### src/rtl/fpa_pkg.sv
// Shared types and constants for the fixed-partition fit-policy allocator.
// Field widths, register indexes, policy and mode codes, default cell types.
// No dependencies.
package fpa_pkg;

  // Default sizing of the allocator
  localparam int unsigned MAX_BLOCKS_DEF = 16;
  localparam int unsigned SIZE_BITS_DEF  = 16;

  // Port field widths
  localparam int unsigned MODE_W     = 1;
  localparam int unsigned BIDX_W     = 4;
  localparam int unsigned SIZE_W     = 16;
  localparam int unsigned REQ_NUM_W  = 8;
  localparam int unsigned POLICY_W   = 2;
  localparam int unsigned COUNT_W    = 5;
  localparam int unsigned START_W    = 4;
  localparam int unsigned CFG_IDX_W  = 2;
  localparam int unsigned CFG_DATA_W = 5;

  // Register indexes of the configuration port
  localparam logic [CFG_IDX_W-1:0] CFG_POLICY      = 2'd0;
  localparam logic [CFG_IDX_W-1:0] CFG_BLOCK_COUNT = 2'd1;
  localparam logic [CFG_IDX_W-1:0] CFG_NEXT_START  = 2'd2;

  // Reset values of the registers
  localparam logic [COUNT_W-1:0] BLOCK_COUNT_RST = 5'd16;
  localparam logic [START_W-1:0] NEXT_START_RST  = 4'd0;

  typedef enum logic [POLICY_W-1:0] {
    POL_FIRST = 2'd0,
    POL_BEST  = 2'd1,
    POL_WORST = 2'd2,
    POL_NEXT  = 2'd3
  } policy_e;

  typedef enum logic [MODE_W-1:0] {
    MODE_LOAD    = 1'b0,
    MODE_REQUEST = 1'b1
  } mode_e;

  // Search frame handed from cell to cell, at default sizing
  typedef struct packed {
    logic                     valid;
    logic [SIZE_BITS_DEF-1:0] need;
    logic [3:0]               start;
    logic                     acc_ok;
    logic [3:0]               acc_idx;
    logic [SIZE_BITS_DEF-1:0] acc_size;
    logic                     nf_ok;
    logic [3:0]               nf_idx;
    logic [SIZE_BITS_DEF-1:0] nf_size;
  } frame_def_t;

  // Entry update broadcast to the cells, at default sizing
  typedef struct packed {
    logic                     en;
    logic                     take;
    logic [3:0]               idx;
    logic [SIZE_BITS_DEF-1:0] size;
  } upd_def_t;

endpackage

### src/rtl/fpa_if.sv
// Valid/ready channel interfaces for allocator items and results.
// Depends on fpa_pkg for field widths.
interface fpa_req_if;
  import fpa_pkg::*;
  logic                valid;
  logic                ready;
  logic [MODE_W-1:0]   mode;
  logic [BIDX_W-1:0]   block_index;
  logic [SIZE_W-1:0]   size_value;

  modport source (output valid, mode, block_index, size_value, input ready);
  modport sink   (input valid, mode, block_index, size_value, output ready);
endinterface

interface fpa_rsp_if;
  import fpa_pkg::*;
  logic                 valid;
  logic                 ready;
  logic                 granted;
  logic [BIDX_W-1:0]    block_number;
  logic [SIZE_W-1:0]    remaining;
  logic [REQ_NUM_W-1:0] request_number;

  modport source (output valid, granted, block_number, remaining, request_number,
                  input ready);
  modport sink   (input valid, granted, block_number, remaining, request_number,
                  output ready);
endinterface

### src/rtl/fit_policy_partition_allocator_core.sv
// Top level of the fixed-partition allocator: control sequencer, registers,
// output register and the row of fpa_cell partitions. Uses fpa_pkg, fpa_if.
//
//   channel  | dir | handshake     | payload
//   req_i    | in  | valid/ready   | mode, block_index, size_value
//   rsp_o    | out | valid/ready   | granted, block_number, remaining, request_number
//   cfg      | in  | cfg_we_i      | cfg_idx_i, cfg_data_i
//
// A load writes its cell at the accept and gives no result. After a request is
// accepted, ready stays low while the next-fit pointer is reduced below the block
// count by repeated subtraction (at most 15 subtractions), the search frame is
// launched and walks the row, registered in each cell in turn, and the result is
// registered. Reset clears taken marks, pointer, counter and registers; block sizes
// are undefined until loaded. A held result stalls only the final step of the
// following request.
module fit_policy_partition_allocator_core #(
  parameter int unsigned MAX_BLOCKS = fpa_pkg::MAX_BLOCKS_DEF,
  parameter int unsigned SIZE_BITS  = fpa_pkg::SIZE_BITS_DEF
) (
  input  logic                         clk_i,
  input  logic                         rst_ni,
  input  logic                         cfg_we_i,
  input  logic [fpa_pkg::CFG_IDX_W-1:0]  cfg_idx_i,
  input  logic [fpa_pkg::CFG_DATA_W-1:0] cfg_data_i,
  fpa_req_if.sink                      req_i,
  fpa_rsp_if.source                    rsp_o
);
  import fpa_pkg::*;

  localparam int unsigned IW   = $clog2(MAX_BLOCKS);
  localparam int unsigned CW   = $clog2(MAX_BLOCKS + 1);
  localparam int unsigned PW   = (IW > START_W) ? IW : START_W;

  typedef struct packed {
    logic                 valid;
    logic [SIZE_BITS-1:0] need;
    logic [IW-1:0]        start;
    logic                 acc_ok;
    logic [IW-1:0]        acc_idx;
    logic [SIZE_BITS-1:0] acc_size;
    logic                 nf_ok;
    logic [IW-1:0]        nf_idx;
    logic [SIZE_BITS-1:0] nf_size;
  } frame_t;

  typedef struct packed {
    logic                 en;
    logic                 take;
    logic [IW-1:0]        idx;
    logic [SIZE_BITS-1:0] size;
  } upd_t;

  typedef enum logic [3:0] {
    ST_IDLE   = 4'b0001,
    ST_MOD    = 4'b0010,
    ST_SCAN   = 4'b0100,
    ST_FINISH = 4'b1000
  } state_e;

  state_e               state_q, state_d;
  policy_e              policy_q;
  logic [COUNT_W-1:0]   bcount_q;
  logic [START_W-1:0]   nstart_q;
  logic [PW-1:0]        nptr_q;
  logic [REQ_NUM_W-1:0] reqnum_q;
  logic [SIZE_BITS-1:0] need_q;
  logic [PW-1:0]        start_q;

  logic                 rsp_valid_q;
  logic                 rsp_granted_q;
  logic [BIDX_W-1:0]    rsp_block_q;
  logic [SIZE_W-1:0]    rsp_remain_q;
  logic [REQ_NUM_W-1:0] rsp_reqnum_q;

  logic [CW-1:0]         eff_count;
  logic [MAX_BLOCKS-1:0] active;
  logic [MAX_BLOCKS-1:0] chain_valid;
  frame_t                chain_out [MAX_BLOCKS];
  frame_t                launch;
  upd_t                  upd;
  logic                  accept, load_ok, mod_done, out_free;
  logic                  pick_ok;
  logic [IW-1:0]         pick_idx;
  logic [SIZE_BITS-1:0]  pick_size, pick_rem;
  frame_t                last;

  // Saturate the block count to the number of cells
  assign eff_count = (32'(bcount_q) > MAX_BLOCKS) ? CW'(MAX_BLOCKS) : CW'(bcount_q);

  assign req_i.ready = (state_q == ST_IDLE);
  assign accept      = req_i.valid && req_i.ready;
  assign load_ok     = (32'(req_i.block_index) < MAX_BLOCKS);
  assign mod_done    = (eff_count == '0) || (32'(start_q) < 32'(eff_count));
  assign out_free    = !rsp_valid_q || rsp_o.ready;
  assign last        = chain_out[MAX_BLOCKS-1];

  always_comb begin
    launch          = '0;
    launch.valid    = (state_q == ST_MOD) && mod_done;
    launch.need     = need_q;
    launch.start    = IW'(start_q);
  end

  // Next fit wraps to the first fit overall when nothing fits at or after the pointer
  always_comb begin
    if (policy_q == POL_NEXT && last.nf_ok) begin
      pick_ok   = 1'b1;
      pick_idx  = last.nf_idx;
      pick_size = last.nf_size;
    end else begin
      pick_ok   = last.acc_ok;
      pick_idx  = last.acc_idx;
      pick_size = last.acc_size;
    end
    pick_rem = pick_size - need_q;
  end

  always_comb begin
    upd = '0;
    if (accept && mode_e'(req_i.mode) == MODE_LOAD && load_ok) begin
      upd.en   = 1'b1;
      upd.take = 1'b0;
      upd.idx  = IW'(req_i.block_index);
      upd.size = SIZE_BITS'(req_i.size_value);
    end else if (state_q == ST_FINISH && out_free && pick_ok) begin
      upd.en   = 1'b1;
      upd.take = 1'b1;
      upd.idx  = pick_idx;
      upd.size = pick_rem;
    end
  end

  always_comb begin
    state_d = state_q;
    case (state_q)
      ST_IDLE: begin
        if (accept && mode_e'(req_i.mode) == MODE_REQUEST) begin
          state_d = ST_MOD;
        end
      end
      ST_MOD: begin
        if (mod_done) begin
          state_d = ST_SCAN;
        end
      end
      ST_SCAN: begin
        if (chain_valid[MAX_BLOCKS-1]) begin
          state_d = ST_FINISH;
        end
      end
      ST_FINISH: begin
        if (out_free) begin
          state_d = ST_IDLE;
        end
      end
      default: state_d = ST_IDLE;
    endcase
  end

  always_ff @(posedge clk_i or negedge rst_ni) begin
    if (!rst_ni) begin
      state_q     <= ST_IDLE;
      policy_q    <= POL_FIRST;
      bcount_q    <= BLOCK_COUNT_RST;
      nstart_q    <= NEXT_START_RST;
      nptr_q      <= '0;
      reqnum_q    <= '0;
      rsp_valid_q <= 1'b0;
    end else begin
      state_q <= state_d;
      if (cfg_we_i) begin
        case (cfg_idx_i)
          CFG_POLICY:      policy_q <= policy_e'(cfg_data_i[POLICY_W-1:0]);
          CFG_BLOCK_COUNT: bcount_q <= cfg_data_i[COUNT_W-1:0];
          CFG_NEXT_START:  nstart_q <= cfg_data_i[START_W-1:0];
          default: ;
        endcase
      end
      if (accept && mode_e'(req_i.mode) == MODE_LOAD && load_ok) begin
        reqnum_q <= '0;
        nptr_q   <= PW'(nstart_q);
      end
      if (accept && mode_e'(req_i.mode) == MODE_REQUEST) begin
        reqnum_q <= reqnum_q + 1'b1;
      end
      if (state_q == ST_FINISH && out_free) begin
        rsp_valid_q <= 1'b1;
        if (pick_ok && policy_q == POL_NEXT) begin
          nptr_q <= PW'(pick_idx);
        end
      end else if (rsp_o.ready) begin
        rsp_valid_q <= 1'b0;
      end
    end
  end

  always_ff @(posedge clk_i) begin
    if (accept) begin
      need_q  <= SIZE_BITS'(req_i.size_value);
      start_q <= nptr_q;
    end else if (state_q == ST_MOD && !mod_done) begin
      // reduce the pointer modulo the count, one subtraction a cycle
      start_q <= start_q - PW'(eff_count);
    end
    if (state_q == ST_FINISH && out_free) begin
      rsp_granted_q <= pick_ok;
      rsp_block_q   <= pick_ok ? BIDX_W'(pick_idx) : '0;
      rsp_remain_q  <= pick_ok ? SIZE_W'(pick_rem) : '0;
      rsp_reqnum_q  <= reqnum_q;
    end
  end

  assign rsp_o.valid          = rsp_valid_q;
  assign rsp_o.granted        = rsp_granted_q;
  assign rsp_o.block_number   = rsp_block_q;
  assign rsp_o.remaining      = rsp_remain_q;
  assign rsp_o.request_number = rsp_reqnum_q;

  for (genvar i = 0; i < MAX_BLOCKS; i++) begin : g_cell
    assign active[i]      = (i < 32'(eff_count));
    assign chain_valid[i] = chain_out[i].valid;
    fpa_cell #(
      .CELL_IDX  (i),
      .SIZE_BITS (SIZE_BITS),
      .IDX_BITS  (IW),
      .frame_t   (frame_t),
      .upd_t     (upd_t)
    ) u_cell (
      .clk_i    (clk_i),
      .rst_ni   (rst_ni),
      .policy_i (policy_q),
      .active_i (active[i]),
      .upd_i    (upd),
      .frame_i  ((i == 0) ? launch : chain_out[(i == 0) ? 0 : i - 1]),
      .frame_o  (chain_out[i])
    );
  end

  // Exactly one search frame is in the row while scanning, none while idle
  assert property (@(posedge clk_i) disable iff (!rst_ni)
    state_q == ST_SCAN |-> $countones(chain_valid) == 1)
    else $error("search frame lost or duplicated in cell row");

  assert property (@(posedge clk_i) disable iff (!rst_ni)
    state_q == ST_IDLE |-> chain_valid == '0)
    else $error("search frame still in cell row while idle");

  assert property (@(posedge clk_i) disable iff (!rst_ni)
    state_q == ST_FINISH && out_free |=> rsp_o.valid)
    else $error("finished request produced no result");

  assert property (@(posedge clk_i) disable iff (!rst_ni)
    rsp_o.valid && !rsp_o.granted |-> rsp_o.block_number == '0 && rsp_o.remaining == '0)
    else $error("refused request carries block or remainder");

endmodule

### src/rtl/fpa_cell.sv
// One partition cell: holds a block size and its taken mark, folds its entry
// into the search frame and registers the frame for the next cell. Uses fpa_pkg.
module fpa_cell #(
  parameter int unsigned CELL_IDX  = 0,
  parameter int unsigned SIZE_BITS = fpa_pkg::SIZE_BITS_DEF,
  parameter int unsigned IDX_BITS  = 4,
  parameter type frame_t = fpa_pkg::frame_def_t,
  parameter type upd_t   = fpa_pkg::upd_def_t
) (
  input  logic            clk_i,
  input  logic            rst_ni,
  input  fpa_pkg::policy_e policy_i,
  input  logic            active_i,
  input  upd_t            upd_i,
  input  frame_t          frame_i,
  output frame_t          frame_o
);
  import fpa_pkg::*;

  logic [SIZE_BITS-1:0] size_q;
  logic                 taken_q;
  logic                 valid_q;
  frame_t               frame_d, frame_q;
  logic                 fit, better;

  always_comb begin
    fit    = active_i && !taken_q && (size_q >= frame_i.need);
    better = !frame_i.acc_ok
          || (policy_i == POL_BEST  && size_q < frame_i.acc_size)
          || (policy_i == POL_WORST && size_q > frame_i.acc_size);
    frame_d = frame_i;
    if (fit && better) begin
      frame_d.acc_ok   = 1'b1;
      frame_d.acc_idx  = IDX_BITS'(CELL_IDX);
      frame_d.acc_size = size_q;
    end
    // first fit at or after the wrap point, for next fit
    if (fit && !frame_i.nf_ok && (32'(CELL_IDX) >= 32'(frame_i.start))) begin
      frame_d.nf_ok   = 1'b1;
      frame_d.nf_idx  = IDX_BITS'(CELL_IDX);
      frame_d.nf_size = size_q;
    end
  end

  always_ff @(posedge clk_i or negedge rst_ni) begin
    if (!rst_ni) begin
      valid_q <= 1'b0;
      taken_q <= 1'b0;
    end else begin
      valid_q <= frame_i.valid;
      if (upd_i.en && upd_i.idx == IDX_BITS'(CELL_IDX)) begin
        taken_q <= upd_i.take;
      end
    end
  end

  always_ff @(posedge clk_i) begin
    if (frame_i.valid) begin
      frame_q <= frame_d;
    end
    if (upd_i.en && upd_i.idx == IDX_BITS'(CELL_IDX)) begin
      size_q <= upd_i.size;
    end
  end

  always_comb begin
    frame_o       = frame_q;
    frame_o.valid = valid_q;
  end

endmodule

### src/flat_wrapper.sv
// flat-port wrapper written by rule: the top's interface ports become plain ports
module fit_policy_partition_allocator_core_flat import fpa_pkg::*;
#(
  parameter int unsigned MAX_BLOCKS = fpa_pkg::MAX_BLOCKS_DEF,
  parameter int unsigned SIZE_BITS  = fpa_pkg::SIZE_BITS_DEF
)
  (clk_i, rst_ni, cfg_we_i, cfg_idx_i, cfg_data_i, req_i_valid, req_i_mode, req_i_block_index, req_i_size_value, req_i_ready, rsp_o_valid, rsp_o_granted, rsp_o_block_number, rsp_o_remaining, rsp_o_request_number, rsp_o_ready);
  fpa_req_if req_i_i ();
  fpa_rsp_if rsp_o_i ();
  input  logic clk_i;
  input  logic rst_ni;
  input  logic cfg_we_i;
  input  logic [fpa_pkg::CFG_IDX_W-1:0] cfg_idx_i;
  input  logic [fpa_pkg::CFG_DATA_W-1:0] cfg_data_i;
  input wire logic [$bits(req_i_i.valid)-1:0] req_i_valid;
  input wire logic [$bits(req_i_i.mode)-1:0] req_i_mode;
  input wire logic [$bits(req_i_i.block_index)-1:0] req_i_block_index;
  input wire logic [$bits(req_i_i.size_value)-1:0] req_i_size_value;
  output wire logic [$bits(req_i_i.ready)-1:0] req_i_ready;
  output wire logic [$bits(rsp_o_i.valid)-1:0] rsp_o_valid;
  output wire logic [$bits(rsp_o_i.granted)-1:0] rsp_o_granted;
  output wire logic [$bits(rsp_o_i.block_number)-1:0] rsp_o_block_number;
  output wire logic [$bits(rsp_o_i.remaining)-1:0] rsp_o_remaining;
  output wire logic [$bits(rsp_o_i.request_number)-1:0] rsp_o_request_number;
  input wire logic [$bits(rsp_o_i.ready)-1:0] rsp_o_ready;
  assign req_i_i.valid = req_i_valid;
  assign req_i_i.mode = req_i_mode;
  assign req_i_i.block_index = req_i_block_index;
  assign req_i_i.size_value = req_i_size_value;
  assign req_i_ready = req_i_i.ready;
  assign rsp_o_valid = rsp_o_i.valid;
  assign rsp_o_granted = rsp_o_i.granted;
  assign rsp_o_block_number = rsp_o_i.block_number;
  assign rsp_o_remaining = rsp_o_i.remaining;
  assign rsp_o_request_number = rsp_o_i.request_number;
  assign rsp_o_i.ready = rsp_o_ready;
  fit_policy_partition_allocator_core #(.MAX_BLOCKS(MAX_BLOCKS), .SIZE_BITS(SIZE_BITS)) u_core (.clk_i(clk_i), .rst_ni(rst_ni), .cfg_we_i(cfg_we_i), .cfg_idx_i(cfg_idx_i), .cfg_data_i(cfg_data_i), .req_i(req_i_i), .rsp_o(rsp_o_i));
endmodule
### config.mk
export PLATFORM = sky130hd
export DESIGN_NAME = fit_policy_partition_allocator_core_flat
export DESIGN_NICKNAME = d
export VERILOG_FILES = /design/src/rtl/fpa_pkg.sv /design/src/rtl/fpa_if.sv /design/src/rtl/fit_policy_partition_allocator_core.sv /design/src/rtl/fpa_cell.sv /design/src/flat_wrapper.sv
export SDC_FILE = /design/constraint.sdc
export NUM_CORES = 2
export LEC_CHECK = 0
export BUFFER_PORTS_ARGS = -buffer_cell sky130_fd_sc_hd__buf_2
export CELL_PAD_IN_SITES_DETAIL_PLACEMENT = 1
export CELL_PAD_IN_SITES_GLOBAL_PLACEMENT = 1
export CORE_ASPECT_RATIO = 1.2
export CORE_MARGIN = 2
export CORE_UTILIZATION = 59
export CTS_CLUSTER_DIAMETER = 200
export DETAILED_ROUTE_END_ITERATION = 6
export MAX_ROUTING_LAYER = met4
export PLACE_DENSITY_LB_ADDON = 0.1
export SETUP_SLACK_MARGIN = 0.5
export SKIP_LAST_GASP = 1
export SYNTH_ARGS = -nofsm -noshare
export SYNTH_HDL_FRONTEND = slang
export SYNTH_HIERARCHICAL = 1
export SYNTH_SLANG_ARGS = --single-unit
export TNS_END_PERCENT = 100
### constraint.sdc
create_clock -name clk_i -period 7.55 [get_ports clk_i]
set_input_delay 0.755 -clock clk_i [delete_from_list [all_inputs] [get_ports clk_i]]
set_output_delay 0.755 -clock clk_i [all_outputs]
set_load 0.005 [all_outputs]
# [Yosys cells after proc, flatten, opt, wreduce, memory -nomap -nowiden]
# Index checks and enable logic that the tools add are counted.
[totals] word_cells=571 ff_bits=1333 input_bits=33 out_inout_bits=31
[classes] n_bitwise=1 order_cmp=79 mux=52 reduce_logical=222 eq_ne=28 n_addsub=3
[ops] cell="2-to-1 mux 16 bit" count=31
[ops] cell=">= comparator 16 bit" count=16
[ops] cell="greater-than comparator 16 bit" count=15
[ops] cell="less-than comparator 16 bit" count=15
[ops] cell="logical AND 1 bit" count=132
[ops] cell="zero test 1 bit" count=48
[ops] cell="2-to-1 mux 22 bit" count=2
[ops] cell="2-to-1 mux 21 bit" count=2
[ops] cell="less-than comparator 4 x 5 -> 1 bit (first input constant)" count=8
[ops] cell="2-to-1 mux 4 bit" count=10
[ops] cell="equality test 4 bit (second input constant)" count=9
[ops] cell="logical OR 1 bit" count=32
[ops] cell=">= comparator 4 bit (first input constant)" count=7
[ops] cell="equality test 4 x 3 -> 1 bit (second input constant)" count=5
[ops] cell="less-than comparator 3 x 5 -> 1 bit (first input constant)" count=4
[ops] cell=">= comparator 3 x 4 -> 1 bit (first input constant)" count=4
[ops] cell="2-to-1 mux 8 bit" count=2
[ops] cell="one-hot mux 4 bit (4 select lines)" count=1
[ops] cell="subtractor 16 bit" count=1
[ops] cell="equality test 4 x 2 -> 1 bit (second input constant)" count=3
[ops] cell="less-than comparator 1 x 5 -> 1 bit (first input constant)" count=2
[ops] cell="less-than comparator 2 x 5 -> 1 bit (first input constant)" count=2
[ops] cell="adder 8 x 1 -> 8 bit (second input constant)" count=1
[ops] cell="equality test 4 x 1 -> 1 bit (second input constant)" count=2
[ops] cell="other kinds (18)" count=31

# [Depth between registers and ports, before layout]
[logic_depth] depth_word=8 mapped_depth=12 ltp_nobuf=10

# [Hierarchy]
# The synthesis kept the hierarchy.
[modules_own_cells] mod="fpa_cell (u_core.g_cell[2].u_cell ...)" seq_area_each_um2=2392.3 area_per_inst_um2=3796.1 instances=2 cells_each=248
[modules_own_cells] mod="fpa_cell (u_core.g_cell[0].u_cell ...)" seq_area_each_um2=2392.3 area_per_inst_um2=3751.1 instances=2 cells_each=247
[modules_own_cells] mod="fpa_cell (u_core.g_cell[11].u_cell ...)" seq_area_each_um2=2392.3 area_per_inst_um2=3736.1 instances=2 cells_each=246
[modules_own_cells] mod="fit_policy_partition_allocator_core" seq_area_each_um2=2174.6 area_per_inst_um2=4479.3 instances=1 cells_each=435
[modules_own_cells] mod="fpa_cell (u_core.g_cell[12].u_cell)" seq_area_each_um2=2392.3 area_per_inst_um2=3786.1 instances=1 cells_each=249
[modules_own_cells] mod="fpa_cell (u_core.g_cell[8].u_cell)" seq_area_each_um2=2392.3 area_per_inst_um2=3749.8 instances=1 cells_each=247
[modules_own_cells] mod="fpa_cell (u_core.g_cell[10].u_cell)" seq_area_each_um2=2392.3 area_per_inst_um2=3742.3 instances=1 cells_each=247
[modules_own_cells] mod="fpa_cell (u_core.g_cell[4].u_cell)" seq_area_each_um2=2392.3 area_per_inst_um2=3732.3 instances=1 cells_each=247
[modules_own_cells] mod="fpa_cell (u_core.g_cell[5].u_cell)" seq_area_each_um2=2392.3 area_per_inst_um2=3728.6 instances=1 cells_each=246
[modules_own_cells] mod="fpa_cell (u_core.g_cell[13].u_cell)" seq_area_each_um2=2392.3 area_per_inst_um2=3727.3 instances=1 cells_each=246
[modules_own_cells] mod="fpa_cell (u_core.g_cell[1].u_cell)" seq_area_each_um2=2392.3 area_per_inst_um2=3727.3 instances=1 cells_each=247
[modules_own_cells] mod="fpa_cell (u_core.g_cell[14].u_cell)" seq_area_each_um2=2392.3 area_per_inst_um2=3726.1 instances=1 cells_each=247
[modules_own_cells] mod="fpa_cell (u_core.g_cell[7].u_cell)" seq_area_each_um2=2392.3 area_per_inst_um2=3712.3 instances=1 cells_each=249
[modules_own_cells] mod="fpa_cell (u_core.g_cell[15].u_cell)" seq_area_each_um2=2392.3 area_per_inst_um2=3696.0 instances=1 cells_each=242

# [Worst setup path before layout]
# No wires, ideal clock.
[synth_timing] path_type="register -> register" startpoint="register u_core.state_q[1]" endpoint="register u_core.g_cell[11].u_cell.taken_q" path_stages_with_launch=10 synth_period_minus_slack_ps=5175 arrival_time_ps=5050 n_path_buf=2 setup_time_ps=125 required_time_ps=7425 slack_ps=2375 cell_sequence="dfrtp_1 > buf_6 > or4b_4 > nor2_4 > nand2_4 > clkbuf_1 > o21ai_0 > nand2_1 > nor4bb_1 > mux2_2"
[synth_lines] item="start: declaration" line_no="fit_policy_partition_allocator_core.sv:60" source="state_e state_q, state_d;"
[synth_lines] item="start signal: assignment" line_no="fit_policy_partition_allocator_core.sv:170" source="state_q <= state_d;"
[synth_lines] item="end signal: assignment" line_no="fpa_cell.sv:52" source="taken_q <= upd_i.take;"
[synth_lines] item="end: declaration" line_no="fpa_cell.sv:21" source="logic taken_q;"

==> impl_metrics.json <==
{
  "postSynthAreaPerCell_um2": 14.6,
  "vias_per_cell": 6.17,
  "wl_per_cell_um": 30.0,
  "p_leak_nw": 27.7,
  "die_area_mm2": 0.111,
  "finalNonFillerCells": 6111,
  "startpoint_type": "register",
  "setup_violations": 0,
  "final_util_pct": 65.7,
  "synthCells": 4360,
  "grtUsageTotal_pct": 34.4,
  "syn_area_mm2": 0.0637,
  "ctsHtreeMaxLevel": 4,
  "fp.dieW_um": 304,
  "worstPathRequired_ns": 7.96,
  "core_area_mm2": 0.108,
  "ant_nets": 0,
  "drtIter0Drc": 2880,
  "rrSetupSlack_ns": 1.93,
  "cap_violations": 0,
  "timing.fmax_mhz": 178,
  "overflow": 0,
  "timing.final.crit_share_pct": 74.4,
  "criticalPathCategory": "reg2reg",
  "drive_gt1_share_pct": 20.8,
  "hpwl_um": 132000,
  "clk_path_buf_depth": 3,
  "relSlewSlack_pct": 10.6,
  "cts_tree": "yes",
  "die_y_um": 364,
  "whs_endpoint": "u_core/need_q[6]$_DFFE_PP_",
  "drt-pass1-iter-count": 6,
  "post-route-min-period_ns": 5.62,
  "reg2reg_from": "u_core/policy_q[0]$_DFFE_PN0P_",
  "design_area_mm2": 0.0706,
  "gp_congestion": 0.881,
  "dp.cells": 5857,
  "port_buffers": 63,
  "antenna_found_initial": 3,
  "place_area_mm2": 0.0659,
  "grt_pass1_wl_um": 268000,
  "hold_violations": 0,
  "fin_skew_ns": 0.0292,
  "clkSinkCount": 1333,
  "yosysWarningCount": 6,
  "r2r-end": "u_core/g_cell[6].u_cell/size_q[15]$_DFFE_PP_",
  "rsz0062_at_grt": "no",
  "drc": 0,
  "root_buffer": "clkbuf_16",
  "drt_wl_total_um": 183000,
  "grt_max_degree": 64,
  "status": "complete, no violations",
  "rows": 132,
  "start_util_pct": 59.2,
  "min_path_cells": 1,
  "syn_to_final_growth_pct": 11.0,
  "drv_slew": 0,
  "cp.arrival_ns": 6.03,
  "endpoint_kind": "register",
  "irDropWorstVdd_uv": 252,
  "final_nets": 5156,
  "min_path_type": "in2reg",
  "clk_latency_ns": 0.78,
  "first_global_vias": 40977,
  "hp-start": "req_i_size_value[6]",
  "cp_max_fo": 35,
  "power.density_mw_per_mm2": 240,
  "cts_made_buffers": 136,
  "fin_setup_tns_ns": 0,
  "dr_total_vias": 37720,
  "clk_pin_slew_worst_paths_ns": 0.06,
  "ios": 64,
  "max_slew.worst_pin.slew_ns": 1.34,
  "fillers": 9787,
  "r2r_cells": 9
}
power by group:
group          total, W  internal (W)  switching, W
clock network   0.00712       0.00420       0.00292
logic           0.00126      0.000470      0.000794
registers       0.00856       0.00836      0.000198
worst max-delay path, cell delays in order (launching register included):
cell and delay, ns:
dfrtp_2 1.05, nand3_1 1.01, mux2_2 0.60, ha_1 0.39, o21ai_0 0.17, a2111oi_0 0.45
o21ai_1 0.21, o21ai_0 0.29, xnor2_1 0.17, o21ai_2 0.88
how the worst max path moves through the flow:
| stage | start | end | slack (ns) |
|---|---|---|---|
| after floorplan | u_core/state_q[1]$_DFFE_PN0P_ | u_core/g_cell[11].u_cell/taken_q$_DFFE_PN0P_ | 2.37 |
| after global placement | u_core/policy_q[0]$_DFFE_PN0P_ | u_core/g_cell[4].u_cell/size_q[15]$_DFFE_PP_ | 2.22 |
| after detailed placement | u_core/policy_q[0]$_DFFE_PN0P_ | u_core/g_cell[4].u_cell/size_q[15]$_DFFE_PP_ | 2.08 |
| after CTS | u_core/policy_q[0]$_DFFE_PN0P_ | u_core/g_cell[8].u_cell/size_q[15]$_DFFE_PP_ | 2.01 |
| after global routing | u_core/policy_q[0]$_DFFE_PN0P_ | u_core/g_cell[2].u_cell/size_q[15]$_DFFE_PP_ | 1.71 |
| final | u_core/policy_q[0]$_DFFE_PN0P_ | u_core/g_cell[6].u_cell/size_q[15]$_DFFE_PP_ | 1.93 |
cell type report:
type                       count  area [µm²]  share of cell area (%)
clock buffer                 173        3730                    5.28
antenna                        1        2.50                 0.00354
timing repair buffer         131         831                    1.18
multi-input combinational   2411       21400                    30.4
tap                         1407        1760                    2.49
clock inverter                79         953                    1.35
inverter                     576        2160                    3.06
sequential                  1333       39800                    56.3
routing by layer:
metal | GRT usage [%] | share of wire (%) | vias up
met5 | - | 0 | -
met4 | 20.3 | 6.7 | 0
met3 | 4.23 | 4.5 | 518
met2 | 61.4 | 53 | 1215
met1 | 37.1 | 36 | 19357
li1 | - | - | 16630
per-stage QoR:
step | hold WS, ns | total power, W | setup slack (ns)
global placement | 0.402 | 0.00988 | 2.22
floorplan | 0.400 | 0.00943 | 2.37
CTS | 0.133 | 0.0170 | 2.01
global route | 0.156 | 0.0174 | 1.71
detailed placement | 0.406 | 0.00994 | 2.08
finish | 0.191 | 0.0169 | 1.93
what timing repair did:
action | CTS | global route
resized for setup | 0 | 0
hold buffers | 1 | 0
hold endpoints to repair | 3 | 0
buffers inserted | 0 | 0
cells in the final DEF (no fill, tap or decap), types with 42 or more instances in the layout:
cell and count:
edfxtp_1 1273, inv_1 574, ha_1 532, mux2_2 440, a21oi_1 179, nand2_1 167, clkbuf_16 142, nand4_1 96
nor2_1 72, buf_4 68, mux2_1 65, or2_2 63, buf_2 62, nand2b_1 61, nor2b_1 61, conb_1 60
a21o_1 59, nor3_1 55, o21ai_0 48, mux2_4 48, nand3_1 42, dfrtp_1 42
sequential cells by signal (all words and copies together), names as in the netlist:
signal                        flops
u_core/g_cell.u_cell/frame_o    968
u_core/g_cell.u_cell/size_q     256
u_core/g_cell.u_cell/taken_q     16
u_core/g_cell.u_cell/valid_q     16
u_core/need_q                    16
u_core/rsp_o.remaining           16
u_core/reqnum_q                   8
u_core/rsp_o.request_number       8
u_core/bcount_q                   5
u_core/nptr_q                     4
u_core/nstart_q                   4
u_core/rsp_o.block_number         4
u_core/start_q                    4
u_core/state_q                    4
u_core/policy_q                   2
u_core/rsp_o.granted              1
u_core/rsp_o.valid                1
(Power assumes the default switching activity.)
